<file path="src/rtl/core/apcf_pkg.sv">
// Package with the shared types and codes of the audio player command framer.
`timescale 1ns / 1ps

package apcf_pkg;

	// Request codes carried in req_type.
	localparam logic [3:0] REQ_RESET        = 4'd0;
	localparam logic [3:0] REQ_CARD         = 4'd1;
	localparam logic [3:0] REQ_PLAY         = 4'd2;
	localparam logic [3:0] REQ_PAUSE        = 4'd3;
	localparam logic [3:0] REQ_TOGGLE       = 4'd4;
	localparam logic [3:0] REQ_NEXT         = 4'd5;
	localparam logic [3:0] REQ_PREV         = 4'd6;
	localparam logic [3:0] REQ_RESTART      = 4'd7;
	localparam logic [3:0] REQ_TRACK        = 4'd8;
	localparam logic [3:0] REQ_FOLDER_TRACK = 4'd9;
	localparam logic [3:0] REQ_VOLUME       = 4'd10;
	localparam logic [3:0] REQ_SLEEP        = 4'd11;

	// Player command bytes.
	localparam logic [7:0] CMD_NEXT         = 8'h01;
	localparam logic [7:0] CMD_PREV         = 8'h02;
	localparam logic [7:0] CMD_TRACK        = 8'h03;
	localparam logic [7:0] CMD_VOLUME       = 8'h06;
	localparam logic [7:0] CMD_CARD         = 8'h09;
	localparam logic [7:0] CMD_SLEEP        = 8'h0A;
	localparam logic [7:0] CMD_RESET        = 8'h0C;
	localparam logic [7:0] CMD_PLAY         = 8'h0D;
	localparam logic [7:0] CMD_PAUSE        = 8'h0E;
	localparam logic [7:0] CMD_FOLDER_TRACK = 8'h0F;

	// Fixed frame bytes.
	localparam logic [7:0] FRAME_START   = 8'h7E;
	localparam logic [7:0] FRAME_VERSION = 8'hFF;
	localparam logic [7:0] FRAME_LENGTH  = 8'h06;
	localparam logic [7:0] FRAME_STOP    = 8'hEF;

	// Byte positions within a frame.
	localparam logic [3:0] IDX_START   = 4'd0;
	localparam logic [3:0] IDX_VERSION = 4'd1;
	localparam logic [3:0] IDX_LENGTH  = 4'd2;
	localparam logic [3:0] IDX_CMD     = 4'd3;
	localparam logic [3:0] IDX_ACK     = 4'd4;
	localparam logic [3:0] IDX_PAR_HI  = 4'd5;
	localparam logic [3:0] IDX_PAR_LO  = 4'd6;
	localparam logic [3:0] IDX_CHK_HI  = 4'd7;
	localparam logic [3:0] IDX_CHK_LO  = 4'd8;
	localparam logic [3:0] IDX_STOP    = 4'd9;

	// Limits of the stored player state.
	localparam logic [15:0] TRACK_MAX  = 16'd999;
	localparam logic [15:0] TRACK_MIN  = 16'd1;
	localparam logic [7:0]  VOLUME_MAX = 8'd30;

	// Configuration register indexes and port widths.
	localparam int unsigned CFG_IDX_W  = 8;
	localparam int unsigned CFG_DATA_W = 8;
	localparam logic [CFG_IDX_W-1:0] CFG_LINK_ENABLED = 8'd0;
	localparam logic [CFG_IDX_W-1:0] CFG_ACK_REQUEST  = 8'd1;

	// Frames to be sent for one request.
	typedef struct packed {
		logic        emit;
		logic [7:0]  cmd;
		logic [15:0] param;
		logic        two;
	} frame_desc_t;

endpackage

</file>
<file path="src/rtl/core/apcf_if.sv">
// Channel interfaces of the audio player command framer: requests, frame bytes, configuration.
`timescale 1ns / 1ps

interface apcf_req_if;
	logic        valid;
	logic        ready;
	logic [3:0]  req_type;
	logic [15:0] track_number;
	logic [7:0]  folder_number;
	logic [7:0]  volume_level;

	modport source (output valid, req_type, track_number, folder_number, volume_level,
		input ready);
	modport sink (input valid, req_type, track_number, folder_number, volume_level,
		output ready);
endinterface

interface apcf_byte_if;
	logic       valid;
	logic       ready;
	logic [7:0] frame_byte;
	logic       frame_end;
	logic       last;

	modport source (output valid, frame_byte, frame_end, last, input ready);
	modport sink (input valid, frame_byte, frame_end, last, output ready);
endinterface

interface apcf_cfg_if;
	logic                             valid;
	logic                             ready;
	logic [apcf_pkg::CFG_IDX_W-1:0]  index;
	logic [apcf_pkg::CFG_DATA_W-1:0] data;

	modport source (output valid, index, data, input ready);
	modport sink (input valid, index, data, output ready);
endinterface

</file>
<file path="src/rtl/core/apcf_req_state.sv">
// Player state registers and request decoding into frame descriptors.
`timescale 1ns / 1ps

module apcf_req_state (
	input  logic                  clk,
	input  logic                  arst_n,
	input  logic                  accept,
	input  logic                  link_enabled,
	input  logic [3:0]            req_type,
	input  logic [15:0]           track_number,
	input  logic [7:0]            folder_number,
	input  logic [7:0]            volume_level,
	output apcf_pkg::frame_desc_t desc
);

	logic [15:0] track_q;
	logic [7:0]  folder_q;
	logic [4:0]  volume_q;
	logic        playing_q;

	logic [15:0] track_d;
	logic [7:0]  folder_d;
	logic [4:0]  volume_d;
	logic        playing_d;
	logic        known;
	logic [4:0]  vol_sat;

	// Decode the request against the current state.
	always_comb begin
		track_d   = track_q;
		folder_d  = folder_q;
		volume_d  = volume_q;
		playing_d = playing_q;
		known     = 1'b1;
		desc.cmd  = apcf_pkg::CMD_PLAY;
		desc.param = 16'h0000;
		desc.two  = 1'b0;
		vol_sat   = (volume_level > apcf_pkg::VOLUME_MAX) ? apcf_pkg::VOLUME_MAX[4:0]
			: volume_level[4:0];
		case (req_type)
			apcf_pkg::REQ_RESET: begin
				desc.cmd  = apcf_pkg::CMD_RESET;
				playing_d = 1'b0;
			end
			apcf_pkg::REQ_CARD: begin
				desc.cmd   = apcf_pkg::CMD_CARD;
				desc.param = 16'h0002;
			end
			apcf_pkg::REQ_PLAY: begin
				desc.cmd  = apcf_pkg::CMD_PLAY;
				playing_d = 1'b1;
			end
			apcf_pkg::REQ_PAUSE: begin
				desc.cmd  = apcf_pkg::CMD_PAUSE;
				playing_d = 1'b0;
			end
			apcf_pkg::REQ_TOGGLE: begin
				desc.cmd  = playing_q ? apcf_pkg::CMD_PAUSE : apcf_pkg::CMD_PLAY;
				playing_d = !playing_q;
			end
			apcf_pkg::REQ_NEXT: begin
				desc.cmd  = apcf_pkg::CMD_NEXT;
				if (track_q < apcf_pkg::TRACK_MAX) begin
					track_d = track_q + 16'd1;
				end
				playing_d = 1'b1;
			end
			apcf_pkg::REQ_PREV: begin
				desc.cmd  = apcf_pkg::CMD_PREV;
				if (track_q > apcf_pkg::TRACK_MIN) begin
					track_d = track_q - 16'd1;
				end
				playing_d = 1'b1;
			end
			apcf_pkg::REQ_RESTART: begin
				desc.cmd   = apcf_pkg::CMD_FOLDER_TRACK;
				desc.param = {folder_q, track_q[7:0]};
				playing_d  = 1'b1;
			end
			apcf_pkg::REQ_TRACK: begin
				desc.cmd   = apcf_pkg::CMD_TRACK;
				desc.param = track_number;
				track_d    = track_number;
				playing_d  = 1'b1;
			end
			apcf_pkg::REQ_FOLDER_TRACK: begin
				desc.cmd   = apcf_pkg::CMD_FOLDER_TRACK;
				desc.param = {folder_number, track_number[7:0]};
				track_d    = track_number;
				folder_d   = folder_number;
				playing_d  = 1'b1;
			end
			apcf_pkg::REQ_VOLUME: begin
				desc.cmd   = apcf_pkg::CMD_VOLUME;
				desc.param = {11'd0, vol_sat};
				volume_d   = vol_sat;
			end
			apcf_pkg::REQ_SLEEP: begin
				desc.cmd  = apcf_pkg::CMD_PAUSE;
				desc.two  = 1'b1;
				playing_d = 1'b0;
			end
			default: begin
				known = 1'b0;
			end
		endcase
		desc.emit = known && link_enabled;
	end

	// State advances on every accepted request, whether or not the link is up.
	always_ff @(posedge clk or negedge arst_n) begin
		if (!arst_n) begin
			track_q   <= 16'd0;
			folder_q  <= 8'd0;
			volume_q  <= 5'd0;
			playing_q <= 1'b0;
		end else if (accept) begin
			track_q   <= track_d;
			folder_q  <= folder_d;
			volume_q  <= volume_d;
			playing_q <= playing_d;
		end
	end

endmodule

</file>
<file path="src/rtl/core/audio_player_command_framer_core.sv">
// Top level of the audio player command framer: request slot, byte sequencer, output register.
`timescale 1ns / 1ps

// Usage. A request beat on req names a player action; the block updates its stored
// track, folder, volume and playing flag at that beat and turns the request into one
// ten-byte command frame (two frames for sleep), sent one byte per beat on frames.
// frame_end marks the closing EF byte of each frame, last marks the final byte that
// belongs to the request. Configuration beats on cfg set link_enabled (index 0) and
// ack_request (index 1); cfg is always ready. The user writes cfg only while the block
// is idle; the block itself does not enforce this. With the link disabled, requests
// still update the state but send no bytes. A request is held in the slot, then in the
// sequencer, then in the output register, before its first byte is valid on frames.
// The byte sequencer emits one byte per cycle while the receiver does not stall it;
// one decoded request waits in a slot meanwhile, so request beats and byte beats overlap
// and frames follow each other without gaps. Requests that send nothing are taken once
// per cycle while the slot is free. Reset clears the state, both registers, the slot and
// the output register. When the receiver stalls, the output register holds its byte,
// the sequencer stops, and req.ready falls once the slot is full.

module audio_player_command_framer_core (
	input  logic        clk,
	input  logic        arst_n,
	apcf_req_if.sink    req,
	apcf_byte_if.source frames,
	apcf_cfg_if.sink    cfg
);

	logic link_enabled_q;
	logic ack_request_q;

	apcf_pkg::frame_desc_t dec_desc;
	logic                  req_accept;

	logic        slot_valid_s1;
	logic [7:0]  slot_cmd_s1;
	logic [15:0] slot_param_s1;
	logic        slot_two_s1;

	logic        seq_busy_q;
	logic [7:0]  seq_cmd_q;
	logic [15:0] seq_param_q;
	logic        seq_two_q;
	logic        seq_second_q;
	logic [3:0]  seq_idx_q;

	logic        out_valid_q;
	logic [7:0]  out_byte_q;
	logic        out_end_q;
	logic        out_last_q;

	logic        out_free;
	logic        seq_step;
	logic        seq_frame_end;
	logic        seq_final;
	logic        seq_load;
	logic [7:0]  seq_byte;

	// One byte of a frame, picked by its position; the checksum negates the byte sum.
	function automatic logic [7:0] frame_byte_at(input logic [7:0] cmd, input logic ack,
		input logic [15:0] param, input logic [3:0] idx);
		logic [15:0] sum;
		logic [15:0] chk;
		logic [7:0]  b;
		sum = {8'd0, apcf_pkg::FRAME_VERSION} + {8'd0, apcf_pkg::FRAME_LENGTH}
			+ {8'd0, cmd} + {15'd0, ack} + {8'd0, param[15:8]} + {8'd0, param[7:0]};
		chk = 16'd0 - sum;
		case (idx)
			apcf_pkg::IDX_START:   b = apcf_pkg::FRAME_START;
			apcf_pkg::IDX_VERSION: b = apcf_pkg::FRAME_VERSION;
			apcf_pkg::IDX_LENGTH:  b = apcf_pkg::FRAME_LENGTH;
			apcf_pkg::IDX_CMD:     b = cmd;
			apcf_pkg::IDX_ACK:     b = {7'd0, ack};
			apcf_pkg::IDX_PAR_HI:  b = param[15:8];
			apcf_pkg::IDX_PAR_LO:  b = param[7:0];
			apcf_pkg::IDX_CHK_HI:  b = chk[15:8];
			apcf_pkg::IDX_CHK_LO:  b = chk[7:0];
			default:               b = apcf_pkg::FRAME_STOP;
		endcase
		return b;
	endfunction

	// Configuration registers.
	assign cfg.ready = 1'b1;

	always_ff @(posedge clk or negedge arst_n) begin
		if (!arst_n) begin
			link_enabled_q <= 1'b0;
			ack_request_q  <= 1'b0;
		end else if (cfg.valid) begin
			if (cfg.index == apcf_pkg::CFG_LINK_ENABLED) begin
				link_enabled_q <= cfg.data[0];
			end
			if (cfg.index == apcf_pkg::CFG_ACK_REQUEST) begin
				ack_request_q <= cfg.data[0];
			end
		end
	end

	// Request decoding and player state.
	apcf_req_state u_state (
		.clk           (clk),
		.arst_n        (arst_n),
		.accept        (req_accept),
		.link_enabled  (link_enabled_q),
		.req_type      (req.req_type),
		.track_number  (req.track_number),
		.folder_number (req.folder_number),
		.volume_level  (req.volume_level),
		.desc          (dec_desc)
	);

	// Sequencer control: step when the output register can take a byte.
	assign out_free      = !out_valid_q || frames.ready;
	assign seq_step      = seq_busy_q && out_free;
	assign seq_frame_end = (seq_idx_q == apcf_pkg::IDX_STOP);
	assign seq_final     = seq_frame_end && (!seq_two_q || seq_second_q);
	assign seq_load      = slot_valid_s1 && (!seq_busy_q || (seq_step && seq_final));
	assign req.ready     = !slot_valid_s1 || seq_load;
	assign req_accept    = req.valid && req.ready;
	assign seq_byte      = frame_byte_at(seq_cmd_q, ack_request_q, seq_param_q, seq_idx_q);

	// Request slot holding the next decoded request.
	always_ff @(posedge clk or negedge arst_n) begin
		if (!arst_n) begin
			slot_valid_s1 <= 1'b0;
		end else begin
			slot_valid_s1 <= (slot_valid_s1 && !seq_load) || (req_accept && dec_desc.emit);
		end
	end

	always_ff @(posedge clk) begin
		if (req_accept) begin
			slot_cmd_s1   <= dec_desc.cmd;
			slot_param_s1 <= dec_desc.param;
			slot_two_s1   <= dec_desc.two;
		end
	end

	// Byte sequencer over one or two frames.
	always_ff @(posedge clk or negedge arst_n) begin
		if (!arst_n) begin
			seq_busy_q   <= 1'b0;
			seq_second_q <= 1'b0;
			seq_idx_q    <= apcf_pkg::IDX_START;
		end else if (seq_load) begin
			seq_busy_q   <= 1'b1;
			seq_second_q <= 1'b0;
			seq_idx_q    <= apcf_pkg::IDX_START;
		end else if (seq_step) begin
			if (!seq_frame_end) begin
				seq_idx_q <= seq_idx_q + 4'd1;
			end else if (!seq_final) begin
				seq_second_q <= 1'b1;
				seq_idx_q    <= apcf_pkg::IDX_START;
			end else begin
				seq_busy_q <= 1'b0;
			end
		end
	end

	always_ff @(posedge clk) begin
		if (seq_load) begin
			seq_cmd_q   <= slot_cmd_s1;
			seq_param_q <= slot_param_s1;
			seq_two_q   <= slot_two_s1;
		end else if (seq_step && seq_frame_end && !seq_final) begin
			// The second frame of a sleep request carries the sleep command.
			seq_cmd_q   <= apcf_pkg::CMD_SLEEP;
			seq_param_q <= 16'h0000;
		end
	end

	// Output register.
	always_ff @(posedge clk or negedge arst_n) begin
		if (!arst_n) begin
			out_valid_q <= 1'b0;
		end else if (out_free) begin
			out_valid_q <= seq_busy_q;
		end
	end

	always_ff @(posedge clk) begin
		if (seq_step) begin
			out_byte_q <= seq_byte;
			out_end_q  <= seq_frame_end;
			out_last_q <= seq_final;
		end
	end

	assign frames.valid      = out_valid_q;
	assign frames.frame_byte = out_byte_q;
	assign frames.frame_end  = out_end_q;
	assign frames.last       = out_last_q;

endmodule

</file>
<file path="src/flat_wrapper.sv">
// flat-port wrapper written by rule: the top's interface ports become plain ports
module audio_player_command_framer_core_flat 
  (clk, arst_n, req_valid, req_req_type, req_track_number, req_folder_number, req_volume_level, req_ready, frames_valid, frames_frame_byte, frames_frame_end, frames_last, frames_ready, cfg_valid, cfg_index, cfg_data, cfg_ready);
  apcf_req_if req_i ();
  apcf_byte_if frames_i ();
  apcf_cfg_if cfg_i ();
  input  logic clk;
  input  logic arst_n;
  input wire logic [$bits(req_i.valid)-1:0] req_valid;
  input wire logic [$bits(req_i.req_type)-1:0] req_req_type;
  input wire logic [$bits(req_i.track_number)-1:0] req_track_number;
  input wire logic [$bits(req_i.folder_number)-1:0] req_folder_number;
  input wire logic [$bits(req_i.volume_level)-1:0] req_volume_level;
  output wire logic [$bits(req_i.ready)-1:0] req_ready;
  output wire logic [$bits(frames_i.valid)-1:0] frames_valid;
  output wire logic [$bits(frames_i.frame_byte)-1:0] frames_frame_byte;
  output wire logic [$bits(frames_i.frame_end)-1:0] frames_frame_end;
  output wire logic [$bits(frames_i.last)-1:0] frames_last;
  input wire logic [$bits(frames_i.ready)-1:0] frames_ready;
  input wire logic [$bits(cfg_i.valid)-1:0] cfg_valid;
  input wire logic [$bits(cfg_i.index)-1:0] cfg_index;
  input wire logic [$bits(cfg_i.data)-1:0] cfg_data;
  output wire logic [$bits(cfg_i.ready)-1:0] cfg_ready;
  assign req_i.valid = req_valid;
  assign req_i.req_type = req_req_type;
  assign req_i.track_number = req_track_number;
  assign req_i.folder_number = req_folder_number;
  assign req_i.volume_level = req_volume_level;
  assign req_ready = req_i.ready;
  assign frames_valid = frames_i.valid;
  assign frames_frame_byte = frames_i.frame_byte;
  assign frames_frame_end = frames_i.frame_end;
  assign frames_last = frames_i.last;
  assign frames_i.ready = frames_ready;
  assign cfg_i.valid = cfg_valid;
  assign cfg_i.index = cfg_index;
  assign cfg_i.data = cfg_data;
  assign cfg_ready = cfg_i.ready;
  audio_player_command_framer_core u_core (.clk(clk), .arst_n(arst_n), .req(req_i), .frames(frames_i), .cfg(cfg_i));
endmodule
</file>
<file path="config.mk">
export PLATFORM = sky130hd
export DESIGN_NAME = audio_player_command_framer_core_flat
export DESIGN_NICKNAME = d
export VERILOG_FILES = /design/src/rtl/core/apcf_pkg.sv /design/src/rtl/core/apcf_if.sv /design/src/rtl/core/apcf_req_state.sv /design/src/rtl/core/audio_player_command_framer_core.sv /design/src/flat_wrapper.sv
export SDC_FILE = /design/constraint.sdc
export NUM_CORES = 1
export LEC_CHECK = 0
export BUFFER_PORTS_ARGS = -buffer_cell sky130_fd_sc_hd__buf_2
export CORE_MARGIN = 10
export CORE_UTILIZATION = 25
export CTS_CLUSTER_DIAMETER = 40
export DETAILED_ROUTE_END_ITERATION = 7
export HOLD_SLACK_MARGIN = 0.08
export SLEW_MARGIN = 5
export SYNTH_ARGS = -nofsm -noshare
export SYNTH_HDL_FRONTEND = slang
export SYNTH_SLANG_ARGS = --single-unit
</file>
<file path="constraint.sdc">
create_clock -name clk -period 3.2 [get_ports clk]
set_input_delay 0.16 -clock clk [delete_from_list [all_inputs] [get_ports clk]]
set_output_delay 0.16 -clock clk [all_outputs]
set_load 0.01 [all_outputs]
</file>
==> out/qor.yml, run 1 <==
layout-drive-gt1-share: 0.209
post-route-min-period_ps: 3300
globalRoute.totalOverflow: 0
fillers: 2250
synth_cells: 582
routedWlPerCell_microns: 15.9
boundaryPins: 70
final_max_slew_viol_count: 0
clock_skew_ps: 8.93
worst_supply_voltage_drop_on_vdd_v: 0.000279
ys_seq_area_frac: 0.435
yosysMostFrequentCell: "sky130_fd_sc_hd__nand2_1"
power.density_nw_per_um2: 693
post-layout-total-power_uw: 4670
critPathLaunchType: "flip-flop"
timing.final.setup_violations: 4
grtUsageTotal: 0.103
final-hold-violation-count: 0
die_x_microns: 170
worst-endpoint-arrival_ps: 3370
wirelength_microns: 15000
tightestPinTransition_ps: 865
syn_avg_cell_area_sq_um: 9.62
first_global_vias: 4610
period_share: 1.03
first_pass_iters: 5
whs_ps: 102
cap_viol_max_count: 0
synth_top_area_share: 0.279
clock_input_transition_at_the_sequential_cells_of_the_worst_setup_and_hold_paths_ps: 60
final.setup.tns_ps: -232
mappedNetlistArea_sq_um: 5600
synth-seq-cells: 87
min_setup_slack_post_route_ps: -104
number_of_antenna_violations_at_the_first_check_in_global_routing: 0
standby_leakage_power_uw: 0.00283
antennaDiodeCount: 0
r2r_start: "u_core.seq_param_q[9]"
io_buffers: 61
critical_path_start_end_classification: "reg2reg"
avgViaCountPerCell: 5.00
clock_sink_count: 87
timing.fmax_mhz: 303
drc_markers: 0
drt_iter0_markers: 391
initial_core_util: 0.255
min_path_type: "in2reg"
dr_total_vias: 4708
violations: "setup timing"
finish.utilization: 0.307
cts_made_buffers: 9
cts_htree_levels: 3
count_of_different_cell_masters_after_synthesis: 67
flow.area_growth_from_synthesis_pct: 20.5
post-dp-hpwl_microns: 11300
synthTopCellsByArea: "sky130_fd_sc_hd__edfxtp_1, sky130_fd_sc_hd__dfrtp_1, sky130_fd_sc_hd__ha_1"
relSlewSlack: 0.423
synth.net_count: 676
drt.antenna.violating_nets: 0
setup.worst_path.end_class: "flip-flop"
grt_first_pass_wirelength_microns: 24300
timing.critical_path.from: "u_core.seq_param_q[9]"
cts_tree: "yes"
synth_top_cells_by_count: "sky130_fd_sc_hd__nand2_1, sky130_fd_sc_hd__edfxtp_1, sky130_fd_sc_hd__o21ai_0, sky130_fd_sc_hd__inv_1"
hold_path.startpoint: "req_folder_number[1]"
critical_path_required_ps: 3270
synth_edf_count: 52
rows: 54
yosysTopAreaCell: "sky130_fd_sc_hd__edfxtp_1"
asr_flop_ratio_synth: 0.402
dieArea_sq_um: 28800
clock_latency_ps: 340
rsz0062_at_grt: "true"
ys.warnings.count: 0
final_net_count: 750
grt_max_degree: 36
core_region_area_sq_um: 22000
synth_top_flop_cell: "sky130_fd_sc_hd__edfxtp_1"
globalplace.congestion: 0.862
clockBufferDepth: 2
worst-path-max-fanout: 3
outcome: "finished, violations left"
die_h_microns: 170
root_buffer: "sky130_fd_sc_hd__clkbuf_16"
## where the power goes
group | internal (uW) | total (uW) | switching [uW]
Clock | 607 | 1050 | 443
Combinational | 791 | 1880 | 1090
Sequential | 1520 | 1750 | 229
Total | 2920 | 4670 | 1760
## layer usage
metal | vias to the layer above | track usage | wire length (microns)
li1 | 2288 | - | -
met1 | 2285 | 0.136 | 6900
met2 | 117 | 0.169 | 7150
met3 | 18 | 0.0230 | 767
met4 | 0 | 0.0240 | 178
met5 | - | 0 | 0
## sequential cells by signal, summed over array words and instances (netlist names), 4 cells and up
name	flops
u_core.u_state.track_q	16
u_core.seq_idx_q	4
u_core.seq_cmd_q	4
u_core.slot_param_s1	16
u_core.u_state.folder_q	8
u_core.seq_param_q	16
u_core.slot_cmd_s1	4
u_core.frames.frame_byte	8
## layout by cell type, fill, tap and decap left out, types with 6 or more instances in the layout
cell type and instances:
sky130_fd_sc_hd__nor2b_1 9, sky130_fd_sc_hd__clkbuf_16 9, sky130_fd_sc_hd__buf_2 61, sky130_fd_sc_hd__nand2b_1 9, sky130_fd_sc_hd__buf_4 27, sky130_fd_sc_hd__nand4_1 6
sky130_fd_sc_hd__a21oi_1 34, sky130_fd_sc_hd__o22ai_1 7, sky130_fd_sc_hd__nand2_1 59, sky130_fd_sc_hd__a22oi_1 10, sky130_fd_sc_hd__o21ai_0 41, sky130_fd_sc_hd__mux2i_1 9
sky130_fd_sc_hd__mux2_2 10, sky130_fd_sc_hd__edfxtp_1 52, sky130_fd_sc_hd__dlygate4sd3_1 10, sky130_fd_sc_hd__and3_1 26, sky130_fd_sc_hd__ha_1 27, sky130_fd_sc_hd__nor3_1 12
sky130_fd_sc_hd__inv_1 36, sky130_fd_sc_hd__dfrtp_1 35, sky130_fd_sc_hd__nand3_1 14, sky130_fd_sc_hd__a221oi_1 6, sky130_fd_sc_hd__a31oi_1 7, sky130_fd_sc_hd__nor2_1 33
sky130_fd_sc_hd__xnor2_1 6
## critical path, cell delays in order, from the launching register on
cell	delay, ps
sky130_fd_sc_hd__edfxtp_1	350
sky130_fd_sc_hd__ha_2	180
sky130_fd_sc_hd__inv_2	40
sky130_fd_sc_hd__fa_1	490
sky130_fd_sc_hd__inv_2	40
sky130_fd_sc_hd__fa_1	460
sky130_fd_sc_hd__inv_1	70
sky130_fd_sc_hd__ha_2	180
sky130_fd_sc_hd__inv_2	40
sky130_fd_sc_hd__fa_2	360
sky130_fd_sc_hd__nor2b_2	130
sky130_fd_sc_hd__o21ai_2	70
sky130_fd_sc_hd__a21boi_2	180
sky130_fd_sc_hd__a41oi_2	150
sky130_fd_sc_hd__o21ai_1	170
sky130_fd_sc_hd__o2111ai_1	130
## metrics by stage
step           cells  instance area (sq um)  setup WS (ps)
2_1_floorplan    582                   5630           3.56
3_3_place_gp     909                   6290           -101
3_5_place_dp     909                   6290           -179
4_1_cts          939                   6720           -127
5_1_grt          941                   6750           -299
6_report         941                   6750           -104
## final cells by class
cell class                      count  area (sq um)  share of cell area
Clock buffer                       11           233              0.0345
Tap cell                          280           350              0.0519
Timing Repair Buffer               98           608              0.0901
Multi-Input combinational cell    421          2910               0.432
Clock inverter                      5          60.1             0.00890
Inverter                           39           146              0.0217
Sequential cell                    87          2440               0.361
## repair_timing
action,in CTS,in global routing
gates resized for setup,6,6
hold buffers,10,0
hold endpoints to repair,45,0
buffers inserted,4,2
setup endpoints to repair,4,7
pin swaps,9,9
## cell families after synthesis
kind of cell	Yosys count	synth area share
AOI/OAI and AO/OA	160	0.186
xor gates and xnor gates	10	0.0156
adders and majority gates	37	0.0920
buffers and inverters	74	0.0538
DFF	87	0.435
muxes	19	0.0362
other	1	0.000670
and+or+nand+nor	194	0.180
## worst paths after layout
path	to	slack, ps	depth (start not counted)
setup / recovery	u_core.frames.frame_byte[6]	-100	15
hold / removal	u_core.u_state.folder_q[1]	100	2
setup reg to reg	u_core.frames.frame_byte[6]	-100	15
hold reg to reg	u_core.seq_two_q	430	0
max in group asynchronous	u_core.seq_idx_q[3]	2180	2
min in group asynchronous	u_core.u_state.track_q[7]	470	2
Power figures use the tool's default switching activity.
==> run 2, diff against run 1 <==
--- a/config.mk
+++ b/config.mk
@@ -11,6 +11,7 @@
 export CTS_CLUSTER_DIAMETER = 40
 export DETAILED_ROUTE_END_ITERATION = 7
 export HOLD_SLACK_MARGIN = 0.08
+export MAX_ROUTING_LAYER = met4
 export SLEW_MARGIN = 5
 export SYNTH_ARGS = -nofsm -noshare
 export SYNTH_HDL_FRONTEND = slang
==> run 2 against run 1 <==
Against the previous run:
- the flow still finishes with violations (setup timing)
- cell count stayed put
- largest cell class unchanged
- largest power group unchanged
- utilization stayed put
- maximum frequency hardly changed
- critical path depth stayed put
- sequential power hardly changed
- clock-buffer cell count stayed put
- via count hardly changed
- worst hold slack worse by 0.61 ps
- flip-flop and latch count stayed put
==> out/qor.yml, run 2 (synthesis gave the netlist of run 1 again) <==
outcome: "finished, violations left"  # unchanged
violations: "setup timing"  # unchanged
min_path_type: "in2reg"  # unchanged
layout-drive-gt1-share: 0.209  # unchanged
clock_power_share: 0.225  # about the same
min_setup_slack_post_route_ps: -105  # was -104 ps
setup.worst_path.end_class: "flip-flop"  # unchanged
r2r_cells: 15  # unchanged
relSlewSlack: 0.425  # was 0.423
crit_path_max_incr_delay_ps: 490  # about the same
drc_markers: 0  # unchanged
final_net_count: 750  # unchanged
die_x_microns: 170  # unchanged
flow.area_growth_from_synthesis_pct: 20.5  # unchanged
post-dp-hpwl_microns: 11300  # unchanged
mostFrequentLayoutCells: "sky130_fd_sc_hd__buf_2, sky130_fd_sc_hd__nand2_1, sky130_fd_sc_hd__edfxtp_1"  # unchanged
layout_top_registers: "u_core.seq_param_q (16), u_core.slot_param_s1 (16), u_core.u_state.track_q (16)"  # unchanged
die_h_microns: 170  # unchanged
worst-path-max-fanout: 3  # unchanged
first_global_vias: 4612  # was 4,610
timing.final.setup_violations: 4  # unchanged
routedWlPerCell_microns: 16.0  # was 15.9 microns
power.switching_fraction: 0.377  # was 0.376
timing.critical_path.from: "u_core.seq_param_q[9]"  # unchanged
cts_htree_levels: 3  # unchanged
clock_latency_ps: 340  # about the same
critical_path_start_end_classification: "reg2reg"  # unchanged
r2r_start: "u_core.seq_param_q[9]"  # unchanged
timing.fmax_mhz: 303  # about the same
core_region_area_sq_um: 22000  # unchanged
fillers: 2250  # unchanged
worst_path_most_repeated_cell: "sky130_fd_sc_hd__inv_2"  # unchanged
standby_leakage_power_uw: 0.00283  # unchanged
crit_slowest_cell: "sky130_fd_sc_hd__fa_1"  # unchanged
cts_tree: "yes"  # unchanged
power.density_nw_per_um2: 693  # about the same
critical-path-top-delay-family: "adder cells"  # unchanged
share_comb_of_total_power: 0.401  # was 0.402
power.share.sequential: 0.374  # about the same
number_of_antenna_violations_at_the_first_check_in_global_routing: 0  # unchanged
detailedPlace.worstSlack_ps: -179  # unchanged
cp.depth: 15  # unchanged
worst_supply_voltage_drop_on_vdd_v: 0.000279  # about the same
rows: 54  # unchanged
post-route-min-period_ps: 3300  # about the same
period_share: 1.03  # about the same
dpl.cell_count: 909  # unchanged
final_max_slew_viol_count: 0  # unchanged
netSwitchingPower_uw: 1760  # about the same
initial_core_util: 0.255  # unchanged
termination_of_the_worst_setup_path: "u_core.frames.frame_byte[6]"  # unchanged
globalRoute.totalOverflow: 0  # unchanged
cellInternalPower_uw: 2920  # about the same
avgViaCountPerCell: 5.00  # about the same
grt_first_pass_wirelength_microns: 24300  # about the same
cap_viol_max_count: 0  # unchanged
dieArea_sq_um: 28800  # unchanged
drt.antenna.violating_nets: 0  # unchanged
antennaDiodeCount: 0  # unchanged
tightestPinTransition_ps: 862  # was 865 ps
clockBufferDepth: 2  # unchanged
final_cell_count_no_fill: 941  # unchanged
clock_skew_ps: 10.7  # was 8.93 ps
hold_path.startpoint: "req_folder_number[1]"  # unchanged
grtUsageTotal: 0.106  # was 0.103
most_common_cell_after_layout_fill_and_taps_aside: "sky130_fd_sc_hd__buf_2"  # unchanged
clock_input_transition_at_the_sequential_cells_of_the_worst_setup_and_hold_paths_ps: 60  # about the same
io_buffers: 61  # unchanged
dr_total_vias: 4709  # was 4,708
critPathLaunchType: "flip-flop"  # unchanged
critical_path_required_ps: 3270  # about the same
boundaryPins: 70  # unchanged
grt_max_degree: 36  # unchanged
post-layout-total-power_uw: 4680  # was 4670 uW
root_buffer: "sky130_fd_sc_hd__clkbuf_16"  # unchanged
cts_made_buffers: 9  # unchanged
cell_breakdown_of_the_critical_path: "ha_2 > inv_2 > fa_1 > inv_2 > fa_1 > inv_1 > ha_2 > inv_2 > fa_2 > nor2b_2 > o21ai_2 > a21boi_2 > a41oi_2 > o21ai_1 > o2111ai_1"  # unchanged
final-hold-violation-count: 0  # unchanged
drt_iter0_markers: 346  # was 391
reg2reg_setup_slack_ps: -100  # about the same
clock_sink_count: 87  # unchanged
first_pass_iters: 5  # unchanged
reg2reg_to: "u_core.frames.frame_byte[6]"  # unchanged
globalplace.congestion: 0.876  # was 0.862
worstPathBufferInverterCount: 4  # unchanged
wirelength_microns: 15100  # was 15,000 microns
rsz0062_at_grt: "true"  # unchanged
worst-endpoint-arrival_ps: 3370  # about the same
[run 2: cell counts in the layout (fill, tap and decap cells not counted)]
Identical to the previous run, type by type.
[run 2: worst min path at each step]
stage / slack, ps / depth (start not counted) / endpoint
after global placement: 330 / 1 / u_core.u_state.folder_q[0]
after floorplan: -140 / 0 / u_core.ack_request_q
after global routing: 110 / 2 / u_core.u_state.folder_q[1]
final: 100 / 2 / u_core.u_state.folder_q[1]
after CTS: 100 / 2 / u_core.u_state.folder_q[1]
after detailed placement: 340 / 1 / u_core.u_state.folder_q[0]
[run 2: power groups by stage]
stage               clock (uW)  sequential, uW  combinational, uW
floorplan                    0            1680               1340
global placement             0            1760               1780
detailed placement           0            1770               1790
CTS                       1070            1750               1840
global route              1120            1790               2100
finish                    1050            1750               1880
[run 2: layer usage]
metal,wire [microns],vias up,GRT usage
met5,0,-,-
met1,7070,2270,0.138
met2,7230,133,0.168
met4,105,0,0.0240
li1,-,2289,-
met3,647,17,0.0202
[run 2: cell type report]
type                    count  area, sq um  area share
clock buffers              11          233      0.0345
flip-flops and latches     87         2440       0.361
inverters                  39          146      0.0217
clock inverters             5         60.1     0.00890
multi-input cells         421         2910       0.432
repair buffers             98          608      0.0901
well taps                 280          350      0.0519
[run 2: repair_timing]
| item | in CTS | in global routing |
|---|---|---|
| buffers inserted | 4 | 2 |
| gates resized for setup | 6 | 6 |
| hold buffers | 10 | 0 |
| pin swaps | 9 | 9 |
| gates cloned | 0 | 0 |
| setup endpoints to repair | 4 | 7 |
| hold endpoints to repair | 45 | 0 |
[run 2: worst register-to-register path, stage by stage (launching register included)]
cell	delay, ps
sky130_fd_sc_hd__edfxtp_1	350
sky130_fd_sc_hd__ha_2	180
sky130_fd_sc_hd__inv_2	40
sky130_fd_sc_hd__fa_1	490
sky130_fd_sc_hd__inv_2	40
sky130_fd_sc_hd__fa_1	460
sky130_fd_sc_hd__inv_1	70
sky130_fd_sc_hd__ha_2	180
sky130_fd_sc_hd__inv_2	40
sky130_fd_sc_hd__fa_2	350
sky130_fd_sc_hd__nor2b_2	130
sky130_fd_sc_hd__o21ai_2	70
sky130_fd_sc_hd__a21boi_2	180
sky130_fd_sc_hd__a41oi_2	150
sky130_fd_sc_hd__o21ai_1	170
sky130_fd_sc_hd__o2111ai_1	130
[run 2: stage by stage]
| stage | TNS [ps] | hold slack (ps) | utilization | area (sq um) |
|---|---|---|---|---|
| after detailed placement | -456 | 337 | 0.286 | 6290 |
| after CTS | -393 | 102 | 0.306 | 6720 |
| after floorplan | 0 | -136 | - | 5630 |
| after global routing | -1070 | 111 | 0.307 | 6750 |
| final | -239 | 101 | 0.307 | 6750 |
| after global placement | -217 | 328 | 0.286 | 6290 |
